<file path="src/hdl/classifier_frame_metrics_defines.svh">
// ----------------------------------------------------------------------------
// Classifier frame metrics assertion macros
// Shared concurrent assertion forms, clocked on i_clk and disabled in reset.
// ----------------------------------------------------------------------------
`ifndef CLASSIFIER_FRAME_METRICS_DEFINES_SVH
`define CLASSIFIER_FRAME_METRICS_DEFINES_SVH

`ifndef NO_ASSERTIONS

// Same-cycle implication.
`define CFM_ASSERT_IMPL(lbl, ante, cons) \
    lbl: assert property (@(posedge i_clk) disable iff (!i_rst_n) (ante) |-> (cons)) \
        else $error("classifier frame metrics: assertion failed");

// Next-cycle implication.
`define CFM_ASSERT_NEXT(lbl, ante, cons) \
    lbl: assert property (@(posedge i_clk) disable iff (!i_rst_n) (ante) |=> (cons)) \
        else $error("classifier frame metrics: assertion failed");

`else

`define CFM_ASSERT_IMPL(lbl, ante, cons)
`define CFM_ASSERT_NEXT(lbl, ante, cons)

`endif

`endif

</file>
<file path="src/hdl/cfm_pkg.sv">
// ----------------------------------------------------------------------------
// cfm_pkg
// Types, constants, the -ln table and helper functions of the frame metrics.
// ----------------------------------------------------------------------------
package cfm_pkg;

    localparam int MAX_CLASSES    = 1024;
    localparam int LN_TABLE_DEPTH = 256;

    localparam int POS_W    = $clog2(MAX_CLASSES);
    localparam int LN_IDX_W = $clog2(LN_TABLE_DEPTH);
    localparam int LN_T_W   = 16;

    localparam int Q_W     = 16;
    localparam int LABEL_W = 10;
    localparam int CNT_W   = 32;
    localparam int SUM_W   = 64;
    localparam int K_W     = 4;
    localparam int NL_W    = 26;

    localparam int MUL_A_W = NL_W;
    localparam int MUL_B_W = Q_W;
    localparam int MUL_P_W = MUL_A_W + MUL_B_W;
    localparam int CE_T_W  = MUL_P_W + 1 - 15;

    localparam int IN_W      = 48;
    localparam int OUT_BITS  = 1 + 2 * CNT_W + 2 * SUM_W;
    localparam int OUT_W     = ((OUT_BITS + 7) / 8) * 8;

    localparam logic [Q_W-1:0]  Q15_ONE          = 16'h8000;
    localparam logic [Q_W-1:0]  LN2_Q16          = 16'd45426;
    localparam logic [NL_W-1:0] NEG_LN_FLOOR_Q16 = 26'd45270665;

    typedef enum logic [2:0] {
        ST_IDLE,
        ST_SQ,
        ST_LN,
        ST_NL,
        ST_CE,
        ST_ACC,
        ST_END
    } t_state;

    typedef enum logic [1:0] {
        MUL_SQ,
        MUL_LN2,
        MUL_CE
    } t_mul_sel;

    typedef struct packed {
        logic in_valid;
        logic in_clear;
        logic item_last;
        logic out_free;
    } t_stat;

    typedef struct packed {
        logic     ready;
        logic     load;
        logic     clear;
        logic     mul_en;
        t_mul_sel mul_sel;
        logic     sse_add;
        logic     nl_load;
        logic     ce_add;
        logic     elem_done;
        logic     frame_end;
    } t_ctrl;

    typedef logic [LN_T_W-1:0] t_ln_tab [LN_TABLE_DEPTH];

    // Restoring shift-subtract division, used only while elaborating the table.
    function automatic logic [63:0] f_udiv(logic [63:0] n, logic [63:0] d);
        logic [63:0] q;
        logic [63:0] r;
        q = '0;
        r = '0;
        for (int b = 63; b >= 0; b--) begin
            r = {r[62:0], n[b]};
            if (r >= d) begin
                r    = r - d;
                q[b] = 1'b1;
            end
        end
        return q;
    endfunction

    // ln(1 + i/DEPTH) in Q16 through the atanh series in Q30.
    function automatic t_ln_tab f_build_ln_tab();
        t_ln_tab     tab;
        logic [63:0] z;
        logic [63:0] z2;
        logic [63:0] term;
        logic [63:0] sum;
        logic [63:0] n;
        for (int i = 0; i < LN_TABLE_DEPTH; i++) begin
            z    = f_udiv(64'(i) << 30, 64'(2 * LN_TABLE_DEPTH + i));
            z2   = (z * z) >> 30;
            term = z;
            sum  = '0;
            n    = 64'd1;
            for (int j = 0; j < 64; j++) begin
                if (term != 64'd0) begin
                    sum  = sum + f_udiv(term, n);
                    term = (term * z2) >> 30;
                    n    = n + 64'd2;
                end
            end
            tab[i] = LN_T_W'((64'd2 * sum + 64'd8192) >> 14);
        end
        return tab;
    endfunction

    localparam t_ln_tab LN_TAB = f_build_ln_tab();

    // Leading zeros of a non-zero 16-bit value.
    function automatic logic [K_W-1:0] f_lead_zeros(logic [Q_W-1:0] v);
        logic [K_W-1:0] k;
        logic           found;
        k     = '0;
        found = 1'b0;
        for (int b = Q_W - 1; b >= 0; b--) begin
            if (!found && v[b]) begin
                found = 1'b1;
                k     = K_W'(Q_W - 1 - b);
            end
        end
        return k;
    endfunction

    function automatic logic [SUM_W-1:0] f_sat_add64(logic [SUM_W-1:0] a,
                                                     logic [SUM_W-1:0] b);
        logic [SUM_W:0] s;
        s = {1'b0, a} + {1'b0, b};
        return s[SUM_W] ? '1 : s[SUM_W-1:0];
    endfunction

    function automatic logic [CNT_W-1:0] f_sat_inc32(logic [CNT_W-1:0] a);
        return (a == '1) ? a : a + CNT_W'(1);
    endfunction

endpackage

</file>
<file path="src/hdl/cfm_mult.sv">
// ----------------------------------------------------------------------------
// cfm_mult
// Shared multiplier with operand selection and a registered product.
// ----------------------------------------------------------------------------
module cfm_mult (
    input  logic                          i_clk,
    input  logic                          i_en,
    input  cfm_pkg::t_mul_sel             i_sel,
    input  logic [cfm_pkg::Q_W-1:0]       i_err_abs,
    input  logic [cfm_pkg::K_W-1:0]       i_k,
    input  logic [cfm_pkg::Q_W-1:0]       i_target,
    input  logic [cfm_pkg::NL_W-1:0]      i_nl,
    output logic [cfm_pkg::MUL_P_W-1:0]   o_prod
);
    import cfm_pkg::*;

    logic [MUL_A_W-1:0] w_a;
    logic [MUL_B_W-1:0] w_b;
    logic [MUL_P_W-1:0] r_prod;

    always_comb begin
        case (i_sel)
            MUL_SQ: begin
                w_a = MUL_A_W'(i_err_abs);
                w_b = i_err_abs;
            end
            MUL_LN2: begin
                w_a = MUL_A_W'(i_k);
                w_b = LN2_Q16;
            end
            MUL_CE: begin
                w_a = i_nl;
                w_b = i_target;
            end
            default: begin
                w_a = '0;
                w_b = '0;
            end
        endcase
    end

    always_ff @(posedge i_clk) begin
        if (i_en) begin
            r_prod <= MUL_P_W'(w_a) * MUL_P_W'(w_b);
        end
    end

    assign o_prod = r_prod;

endmodule

</file>
<file path="src/hdl/cfm_ctrl.sv">
// ----------------------------------------------------------------------------
// cfm_ctrl
// Sequencer that steps one class element through the shared multiplier.
// ----------------------------------------------------------------------------
`include "classifier_frame_metrics_defines.svh"

module cfm_ctrl (
    input  logic           i_clk,
    input  logic           i_rst_n,
    input  cfm_pkg::t_stat i_stat,
    output cfm_pkg::t_ctrl o_ctrl
);
    import cfm_pkg::*;

    t_state r_state;
    t_state n_state;

    always_ff @(posedge i_clk) begin
        if (!i_rst_n) begin
            r_state <= ST_IDLE;
        end else begin
            r_state <= n_state;
        end
    end

    always_comb begin
        n_state = r_state;
        o_ctrl  = '0;
        o_ctrl.mul_sel = MUL_SQ;
        unique case (r_state)
            ST_IDLE: begin
                o_ctrl.ready = 1'b1;
                if (i_stat.in_valid) begin
                    if (i_stat.in_clear) begin
                        o_ctrl.clear = 1'b1;
                    end else begin
                        o_ctrl.load = 1'b1;
                        n_state     = ST_SQ;
                    end
                end
            end
            ST_SQ: begin
                o_ctrl.mul_en  = 1'b1;
                o_ctrl.mul_sel = MUL_SQ;
                n_state        = ST_LN;
            end
            ST_LN: begin
                o_ctrl.sse_add = 1'b1;
                o_ctrl.mul_en  = 1'b1;
                o_ctrl.mul_sel = MUL_LN2;
                n_state        = ST_NL;
            end
            ST_NL: begin
                o_ctrl.nl_load = 1'b1;
                n_state        = ST_CE;
            end
            ST_CE: begin
                o_ctrl.mul_en  = 1'b1;
                o_ctrl.mul_sel = MUL_CE;
                n_state        = ST_ACC;
            end
            ST_ACC: begin
                o_ctrl.ce_add    = 1'b1;
                o_ctrl.elem_done = 1'b1;
                n_state          = i_stat.item_last ? ST_END : ST_IDLE;
            end
            ST_END: begin
                if (i_stat.out_free) begin
                    o_ctrl.frame_end = 1'b1;
                    n_state          = ST_IDLE;
                end
            end
            default: begin
                n_state = ST_IDLE;
            end
        endcase
    end

    // An accepted class element always starts the multiply sequence.
    `CFM_ASSERT_NEXT(a_load_starts_sq, (r_state == ST_IDLE) && i_stat.in_valid && !i_stat.in_clear, r_state == ST_SQ)

endmodule

</file>
<file path="src/hdl/classifier_frame_metrics.sv">
// ----------------------------------------------------------------------------
// classifier_frame_metrics
// Per-frame argmax check, squared error and cross-entropy of classifier scores.
// ----------------------------------------------------------------------------
//
//  Channel   Direction  Beat contents
//  s_axis    in         tdata: score, target_value, target_label; tuser: clear;
//                       tlast: last class element of the frame
//  m_axis    out        tdata: frame_wrong, frames_total, errors_total,
//                       sse_total, ce_total (one beat per frame end)
//  cfg       in         target_mode, written when i_cfg_wr_en is high
//
// A class element is accepted in the idle state, then steps through the SQ,
// LN, NL, CE and ACC states: the one shared multiplier forms the squared
// error, the k*ln2 term and the weighted cross-entropy product in turn, each
// registered before use. The last element of a frame then passes the END
// state to commit the frame and load the output register; that state waits
// while an earlier result beat is still held. A clear beat is taken in IDLE.
// Reset is synchronous and active low; it clears all totals and sets the
// target mode to label mode.
// ----------------------------------------------------------------------------
`include "classifier_frame_metrics_defines.svh"

module classifier_frame_metrics (
    input  logic                        i_clk,
    input  logic                        i_rst_n,
    // Input beats
    input  logic                        i_s_axis_tvalid,
    output logic                        o_s_axis_tready,
    // [15:0] score, [31:16] target_value, [41:32] target_label, [47:42] zero
    input  logic [cfm_pkg::IN_W-1:0]    i_s_axis_tdata,
    // [0] kind (1 = clear all statistics)
    input  logic                        i_s_axis_tuser,
    input  logic                        i_s_axis_tlast,
    // Result beats
    output logic                        o_m_axis_tvalid,
    input  logic                        i_m_axis_tready,
    // [0] frame_wrong, [32:1] frames_total, [64:33] errors_total,
    // [128:65] sse_total, [192:129] ce_total, [199:193] zero
    output logic [cfm_pkg::OUT_W-1:0]   o_m_axis_tdata,
    // Configuration
    input  logic                        i_cfg_wr_en,
    input  logic                        i_cfg_wr_data
);
    import cfm_pkg::*;

    t_ctrl w_ctrl;
    t_stat w_stat;

    // Mode register, label mode after reset.
    logic r_target_mode;

    // Element held while the sequencer works on it.
    logic [Q_W-1:0]      r_score;
    logic [Q_W-1:0]      r_tval;
    logic [LABEL_W-1:0]  r_label;
    logic                r_last;
    logic [Q_W-1:0]      r_err_abs;
    logic [K_W-1:0]      r_k;
    logic [LN_IDX_W-1:0] r_idx;
    logic                r_zero;
    logic [NL_W-1:0]     r_nl;

    // Frame and running statistics.
    logic [POS_W-1:0] r_pos;
    logic [Q_W-1:0]   r_best_s;
    logic [POS_W-1:0] r_best_s_idx;
    logic [Q_W-1:0]   r_best_t;
    logic [POS_W-1:0] r_best_t_idx;
    logic [CNT_W-1:0] r_frames;
    logic [CNT_W-1:0] r_errors;
    logic [SUM_W-1:0] r_sse;
    logic [SUM_W-1:0] r_ce;

    // Output register.
    logic             r_out_valid;
    logic [OUT_W-1:0] r_out_data;

    logic [MUL_P_W-1:0] w_prod;

    // Incoming element, clamped to one and reduced to its target.
    logic [Q_W-1:0]      w_in_score;
    logic [Q_W-1:0]      w_in_tval;
    logic [LABEL_W-1:0]  w_in_label;
    logic                w_in_hit;
    logic [Q_W-1:0]      w_in_t;
    logic [Q_W-1:0]      w_in_err;
    logic [K_W-1:0]      w_in_k;
    logic [Q_W-1:0]      w_in_m;

    logic [LN_T_W-1:0]   w_tab;
    logic [MUL_P_W:0]    w_ce_round;
    logic [CE_T_W-1:0]   w_ce_term;

    logic                w_wrong;
    logic [CNT_W-1:0]    w_frames_next;
    logic [CNT_W-1:0]    w_errors_next;

    assign w_in_label = i_s_axis_tdata[41:32];
    assign w_in_score = (i_s_axis_tdata[15:0] > Q15_ONE) ? Q15_ONE : i_s_axis_tdata[15:0];
    assign w_in_tval  = (i_s_axis_tdata[31:16] > Q15_ONE) ? Q15_ONE : i_s_axis_tdata[31:16];
    assign w_in_hit   = (32'(w_in_label) == 32'(r_pos));

    // In label mode the target is one-hot at the labelled class.
    assign w_in_t   = r_target_mode ? (w_in_hit ? Q15_ONE : '0) : w_in_tval;
    assign w_in_err = (w_in_score >= w_in_t) ? (w_in_score - w_in_t) : (w_in_t - w_in_score);

    // Normalise the score so that bit 15 is set; the bits below index the table.
    assign w_in_k = f_lead_zeros(w_in_score);
    assign w_in_m = w_in_score << w_in_k;

    assign w_stat.in_valid  = i_s_axis_tvalid;
    assign w_stat.in_clear  = i_s_axis_tuser;
    assign w_stat.item_last = r_last;
    assign w_stat.out_free  = !r_out_valid || i_m_axis_tready;

    cfm_ctrl u_ctrl (
        .i_clk   (i_clk),
        .i_rst_n (i_rst_n),
        .i_stat  (w_stat),
        .o_ctrl  (w_ctrl)
    );

    cfm_mult u_mult (
        .i_clk     (i_clk),
        .i_en      (w_ctrl.mul_en),
        .i_sel     (w_ctrl.mul_sel),
        .i_err_abs (r_err_abs),
        .i_k       (r_k),
        .i_target  (r_tval),
        .i_nl      (r_nl),
        .o_prod    (w_prod)
    );

    assign o_s_axis_tready = w_ctrl.ready;

    always_ff @(posedge i_clk) begin
        if (!i_rst_n) begin
            r_target_mode <= 1'b1;
        end else if (i_cfg_wr_en) begin
            r_target_mode <= i_cfg_wr_data;
        end
    end

    // Element capture and the -ln step; payload only, no reset needed.
    always_ff @(posedge i_clk) begin
        if (w_ctrl.load) begin
            r_score   <= w_in_score;
            r_tval    <= w_in_t;
            r_label   <= w_in_label;
            r_last    <= i_s_axis_tlast;
            r_err_abs <= w_in_err;
            r_k       <= w_in_k;
            r_idx     <= w_in_m[Q_W-2 -: LN_IDX_W];
            r_zero    <= (w_in_score == '0);
        end
        if (w_ctrl.nl_load) begin
            if (r_zero) begin
                r_nl <= NEG_LN_FLOOR_Q16;
            end else if (w_prod > MUL_P_W'(w_tab)) begin
                r_nl <= NL_W'(w_prod - MUL_P_W'(w_tab));
            end else begin
                r_nl <= '0;
            end
        end
    end

    assign w_tab = LN_TAB[r_idx];

    // Soft-target weighting, rounded back to Q16. In label mode the target is
    // exactly one, so this gives -ln itself at the labelled class.
    assign w_ce_round = {1'b0, w_prod} + (MUL_P_W + 1)'(1 << 14);
    assign w_ce_term  = w_ce_round[MUL_P_W -: CE_T_W];

    assign w_wrong = r_target_mode ? (32'(r_label) != 32'(r_best_s_idx))
                                   : (r_best_t_idx != r_best_s_idx);
    assign w_frames_next = f_sat_inc32(r_frames);
    assign w_errors_next = w_wrong ? f_sat_inc32(r_errors) : r_errors;

    always_ff @(posedge i_clk) begin
        if (!i_rst_n) begin
            r_pos        <= '0;
            r_best_s     <= '0;
            r_best_s_idx <= '0;
            r_best_t     <= '0;
            r_best_t_idx <= '0;
            r_frames     <= '0;
            r_errors     <= '0;
            r_sse        <= '0;
            r_ce         <= '0;
        end else if (w_ctrl.clear) begin
            // A clear also restarts the frame in progress.
            r_pos    <= '0;
            r_frames <= '0;
            r_errors <= '0;
            r_sse    <= '0;
            r_ce     <= '0;
        end else begin
            if (w_ctrl.sse_add) begin
                r_sse <= f_sat_add64(r_sse, SUM_W'(w_prod));
            end
            if (w_ctrl.ce_add && (r_tval != '0)) begin
                r_ce <= f_sat_add64(r_ce, SUM_W'(w_ce_term));
            end
            if (w_ctrl.elem_done) begin
                // First maximum: the opening element of a frame always wins.
                if ((r_pos == '0) || (r_score > r_best_s)) begin
                    r_best_s     <= r_score;
                    r_best_s_idx <= r_pos;
                end
                if ((r_pos == '0) || (r_tval > r_best_t)) begin
                    r_best_t     <= r_tval;
                    r_best_t_idx <= r_pos;
                end
                // Overlong frames share the top class index.
                if (!r_last && (32'(r_pos) < 32'(MAX_CLASSES - 1))) begin
                    r_pos <= r_pos + POS_W'(1);
                end
            end
            if (w_ctrl.frame_end) begin
                r_frames <= w_frames_next;
                r_errors <= w_errors_next;
                r_pos    <= '0;
            end
        end
    end

    always_ff @(posedge i_clk) begin
        if (!i_rst_n) begin
            r_out_valid <= 1'b0;
        end else if (w_ctrl.frame_end) begin
            r_out_valid <= 1'b1;
        end else if (i_m_axis_tready) begin
            r_out_valid <= 1'b0;
        end
    end

    always_ff @(posedge i_clk) begin
        if (w_ctrl.frame_end) begin
            r_out_data <= OUT_W'({r_ce, r_sse, w_errors_next, w_frames_next, w_wrong});
        end
    end

    assign o_m_axis_tvalid = r_out_valid;
    assign o_m_axis_tdata  = r_out_data;

    // A reported frame has been counted, and errors never outnumber frames.
    `CFM_ASSERT_IMPL(a_out_frames_nonzero, r_out_valid, r_out_data[32:1] != '0)
    `CFM_ASSERT_IMPL(a_out_err_le_frames, r_out_valid, r_out_data[64:33] <= r_out_data[32:1])
    // Squared error only grows between clears.
    `CFM_ASSERT_NEXT(a_sse_monotonic, !w_ctrl.clear, r_sse >= $past(r_sse))

endmodule
</file>
<file path="config.mk">
export PLATFORM = sky130hd
export DESIGN_NAME = classifier_frame_metrics
export DESIGN_NICKNAME = d
export VERILOG_FILES = /design/src/hdl/cfm_pkg.sv /design/src/hdl/cfm_mult.sv /design/src/hdl/cfm_ctrl.sv /design/src/hdl/classifier_frame_metrics.sv
export VERILOG_INCLUDE_DIRS = /design/src /design/src/hdl
export SDC_FILE = /design/constraint.sdc
export NUM_CORES = 2
export LEC_CHECK = 0
export BUFFER_PORTS_ARGS = -buffer_cell sky130_fd_sc_hd__buf_2
export CAP_MARGIN = 10
export CORE_MARGIN = 2
export CORE_UTILIZATION = 40
export CTS_CLUSTER_SIZE = 14
export DETAILED_ROUTE_END_ITERATION = 8
export PLACE_DENSITY_LB_ADDON = 0.12
export SLEW_MARGIN = 40
export SYNTH_ARGS = -nofsm -noshare
export SYNTH_HDL_FRONTEND = slang
export SYNTH_SLANG_ARGS = --single-unit
</file>
<file path="constraint.sdc">
create_clock -name i_clk -period 11.3 [get_ports i_clk]
set_input_delay 0 -clock i_clk [delete_from_list [all_inputs] [get_ports i_clk]]
set_output_delay 0 -clock i_clk [all_outputs]
set_load 0.02 [all_outputs]
</file>
* Word-level counts from Yosys, hierarchy flattened *
Memory sizes are Yosys's and may differ from the RTL's.
Cells that the tools add are included.
W data, S select, Z words.

operators by class
  add/subtract/negate cells = 9
  $mul = 1
  divide/modulo/power cells = 0
  magnitude comparators = 8
  equal/unequal tests = 16
  shifts and indexed selects = 1
  multiplexer cells = 63
  bitwise operators = 4
  reductions and logical operators = 50

operator list
  kind                      count
  $mux W64                  2
  $mux W16                  7
  $mux W32                  3
  $pmux W26 S3              1
  $add A64 B28 Y65          1
  $add A64 B42 Y65          1
  $add A32 B1 Y32 const B   2
  $eq A32 B32 Y1 const B    2
  $mux W4                   14
  $pmux W16 S3              1
  $add A42 B15 Y43 const B  1
  $gt A42 B16 Y1            1
  $mul A26 B16 Y42          1
  $gt A16 B16 Y1            2
  $gt A16 B16 Y1 const B    2
  $sub A16 B16 Y16          2
  $mux W26                  1
  $sub A26 B16 Y26          1
  $mux W1                   25
  $pmux W3 S7               1
  $ne A10 B10 Y1            2
  $logic_and A1 B1 Y1       17
  $logic_not A1 Y1          17
  $ge A16 B16 Y1            1
  28 further kinds          44

word-level totals
  bits in registers = 592
  latch bits = 0
  memory bits (writable) = 0
  bits in read-only memories = 4096
  input bits = 56
  output and inout port bits = 202
  word-level logic and storage cells = 177
  memories = 1

memories
  name              depth  width  read ports  clocked after Yosys merged registers in  wr ports  RTL line                         text
  (name not given)  256    16     1           0                                        0         classifier_frame_metrics.sv:168  assign w_tab = LN_TAB[r_idx];

* Depth between registers and ports, before layout *
  word-level depth = 49
  gate-level depth with buffers = 31
  mapped depth without buffers = 27

* Hierarchy *
Synthesis repeated with hierarchy kept, for this count alone.

second synthesis, totals
  cells, all modules = 5404
  area total of the unflattened synthesis = 48097.4 um^2

modules (own cells, without submodules)
  module                    instances  cells each  area each (um^2)  sequential area each (um^2)
  classifier_frame_metrics  1          3618        32844.0           13863.3
  cfm_mult                  1          1756        14991.9           1261.2
  cfm_ctrl                  1          30          261.5             60.1

* Worst setup path before layout *
OpenSTA, ideal clock, no wires.

  path kind = register to register
  start point = register u_ctrl.r_state[1]
  end point = register u_mult.r_prod[40], in the netlist u_mult.o_prod[40] (data pin)
  setup time = 0.266 ns
  arrival time = 7.508 ns
  required time = 11.034 ns
  setup slack = 3.526 ns
  stages on the path, launching flop included = 28
  buffers on the path = 5
  period minus slack after synthesis = 7.774 ns
  cell sequence = dfxtp_1 buf_2 nor2_1 and2_1 clkbuf_1 clkbuf_1 clkbuf_1 a221oi_1 nor2_1 fa_1 fa_1 fa_1 fa_1 fa_1 inv_1 fa_1 inv_1 ha_1 clkbuf_1 a21o_1 a21o_1 a21oi_1 a2bb2oi_1 o31a_2 nor3_1 or4_4 nand4_1 or3b_1

between the ends
  longest elaborated chain between the ends = 5
  elaborated cells between the ends (all ways) = 10
  those cells by class = mul (1); eq/ne (5); mux (3); reduce/logical (1)

ends and longest elaborated chain
  what                                          RTL line        text
  start: declaration                            cfm_ctrl.sv:15  t_state r_state;
  start signal: assignment                      cfm_ctrl.sv:22  r_state <= n_state;
  $eq A3 B3 Y1 (tied with other cells)          cfm_ctrl.sv:30  unique case (r_state)
  $pmux W3 S3 (*)                               cfm_ctrl.sv:30
  $eq A2 B2 Y1 (tied with other cells)          cfm_mult.sv:22  case (i_sel)
  $pmux W26 S3 or $pmux W16 S3 (tied branches)  cfm_mult.sv:22
  $mul A26 B16 Y42 (*)                          cfm_mult.sv:44  r_prod <= MUL_P_W'(w_a) * MUL_P_W'(w_b);
  end signal: assignment                        cfm_mult.sv:44
  end: declaration                              cfm_mult.sv:19  logic [MUL_P_W-1:0] r_prod;

Every way passes the cells marked *; elsewhere a longest branch is shown, timed or not.
A chain may end at the register's enable or synchronous reset.

* Worst setup path after layout *
  start point = register u_ctrl.r_state[0]
  end point = register u_mult.r_prod[41], in the netlist u_mult.o_prod[41] (data pin)

The elaborated chain is that of the path after synthesis.

==> impl_metrics.toml <==
[place]
gp_congestion = 0.9499
placed_cells = 7023
io_buffer_count = 244
post-dp-hpwl_um = 108800
place_area_sq_um = 51280

[grt]
grt_pass1_wl_um = 229200
antenna_found_initial = 2
grt_start_max_net_pins = 111
grt_overflow_total = 0
grtUsageTotal_pct = 23.24
grt_pass1_vias = 38980

[setup_path]
critical_path_class = "flip-flop to flip-flop"
cp_data_required_time_ns = 11.68
crit_arrival_ns = 9.31
critPathMaxFanout = 38
crit_path_end_kind = "flip-flop"
start_kind = "flip-flop"

[timing]
hold_viol = 0
fin_crit_sh_pct = 79.09
skew_ns = 0.02246
slew_headroom_pct = 37.86
rsz0062_at_grt = "false"
tns_ns = 0
setup_violations = 0
worstMarginPinSlew_ns = 0.9320
holdWs_ns = 0.07577
min_period_ns = 8.937
final-max-slew-violation-count = 0
fmax_mhz = 111.9

[pwr]
cellLeakagePower_uw = 0.02256
total_power_uw = 16020
ir_drop_v = 0.0007996
power-per-cell-area_nw_per_um2 = 294.9

[yosys]
ys_seq_area_share_pct = 31.26
synth_top_area_share_pct = 20.59
yosys_most_used_dff = "edfxtp_1"
synthCells = 5386
synth_area_sq_um = 48570
yosysMostFrequentCell = "nand2_1"
ys_async_sr_fraction_pct = 0
yosysUniqueCellTypes = 110
yosys-top-cells-count = "563 x nand2_1, 518 x inv_1, 518 x nor2_1, 347 x a21oi_1, 339 x fa_1"
syn_area_per_cell_sq_um = 9.018
yosys.area.top_type = "edfxtp_1"
ys_seq_elements = 592
ys_warn_count = 0
synthTopCellsByArea = "edfxtp_1 21%, fa_1 14%, dfxtp_1 11%, ha_1 7.6%, nand2_1 4.4%"
synth_edf_count = 333

[cells_and_area]
design_area_sq_um = 54330
drive_above_1_share_pct = 9.966
fillers = 11840
nets = 6231
area_growth_syn_to_layout_pct = 11.85
instances_no_fill = 7213

[drt]
drcViolationCount = 0
wire_per_inst_um = 20.28
vias = 40140
first_pass_iters = 6
ant_nets = 0
detail_route.iter0.violations = 3223
wl_um = 146300
viasPerCell = 5.566

[die]
die_height_um = 352.5
core_area_sq_um = 120100
initial_core_util_pct = 40.43
io_pins = 258
rows = 127
dieArea_sq_um = 124200
fp.dieW_um = 352.5

[clocking]
cts_tree = "yes"
root_buffer = "clkbuf_16"
cts_sinks = 592
clkLatencyLatePin_ns = 0.66
numCtsBuffers = 71
cts_buffer_depth = 3
postCtsResizedCells = 0
clk_pin_slew_ns = 0.06
ctsHtreeMaxLevel = 3

[run]
timing.max_cap.violations = 0

[outcome]
outcome = "finished clean"

[min_path]
min_path_type = "input port to flip-flop"
-- layout make-up --
type,count,area (sq um),area share (%)
sequential,592,15180,27.95
inverter,524,1974,3.634
multi-input combinational,3985,30370,55.90
clock inverter,45,554.3,1.020
clock buffer,87,1908,3.512
antenna,2,5.005,0.009212
tap,1612,2017,3.713
timing repair buffer,366,2317,4.265
-- cells in the final DEF, fill, tap and decap left out, types with 15 or more instances in the layout --
cell           count
nand2_1          562
inv_1            517
nor2_1           516
a21oi_1          344
fa_1             339
edfxtp_1         333
ha_1             296
dfxtp_1          259
o21ai_0          253
buf_2            245
xnor2_1          197
nand3_1          158
xor2_1           119
nor3_1           101
and3_1            99
a21o_1            76
clkbuf_16         72
mux2i_1           71
a31oi_1           70
buf_4             60
nand4_1           58
dlygate4sd3_1     52
a211oi_1          51
nand2b_1          43
o211ai_1          40
o21a_1            37
o311ai_0          36
and4_1            31
and2_1            30
or3_1             29
nor2b_1           28
nor4_1            28
o21bai_1          26
a311oi_1          23
a22oi_1           19
a22o_1            16
a21boi_0          15
-- path summary, 6_finish.rpt --
check	start	endpoint	slack, ns	cells after the start
worst min-delay path	i_s_axis_tdata[38]	r_label[6]	0.08	2
worst max-delay path	u_ctrl.r_state[0]	u_mult.o_prod[41]	2.36	26
worst min register to register	r_sse[36]	o_m_axis_tdata[101]	0.47	0
worst max register to register	u_ctrl.r_state[0]	u_mult.o_prod[41]	2.36	26
-- repair_timing --
| item | in CTS | in global routing |
|---|---|---|
| hold endpoints to repair | 73 | 9 |
| hold buffers | 51 | 1 |
| buffers inserted | 0 | 0 |
-- metal layers --
layer | GRT usage [%] | routed length, um | part of all wire, %
met5 | 0 | 0 | 0
met4 | 6.974 | 4091 | 2.8
met3 | 3.472 | 9886 | 6.8
met2 | 36.50 | 65360 | 45
met1 | 33.02 | 66980 | 46
-- critical path, cell delays in order, from the launching register on --
cell and delay, ns:
dfxtp_1 0.45, nor2_1 0.16, buf_4 0.22, and2_2 0.58, buf_4 0.47, a22o_1 0.42
buf_4 0.37, nand2_1 0.13, fa_1 0.56, inv_1 0.05, fa_1 0.54, fa_1 0.45
fa_1 0.52, fa_1 0.54, inv_1 0.05, fa_1 0.60, inv_1 0.07, ha_1 0.36
a21oi_1 0.15, o21ai_0 0.20, nor2_1 0.13, nor4bb_1 0.59, o21ai_0 0.23, nand2_1 0.12
o211ai_1 0.17, a2111oi_0 0.41, nor3b_1 0.09
-- power by group --
group	total, uW	internal, uW	switching, uW
sequential	3010	2840	176
clock	2380	1390	984
combinational	10600	4300	6330
total	16000	8530	7490
-- stage by stage --
stage,setup WS (ns),util (%)
floorplan,3.526,-
CTS,2.266,45.17
detailed placement,2.315,42.69
finish,2.363,45.22
global placement,2.246,42.60
global route,1.628,45.22
-- registers in the layout (all words and copies together), names as in the netlist, 16 cells and up --
name            cells
o_m_axis_tdata    193
r_ce               64
r_sse              64
u_mult.o_prod      42
r_errors           32
r_frames           32
r_nl               26
r_best_s           16
r_best_t           16
r_err_abs          16
r_score            16
r_tval             16
-- kinds of logic after synthesis --
group	synth area share, %
other cells	0.007721
buf+inv	6.507
mux	2.318
compound gates	15.62
simple gates	16.99
fa+ha+maj	21.60
xor+xnor	5.698
flops	31.26
(Power assumes the default switching activity.)
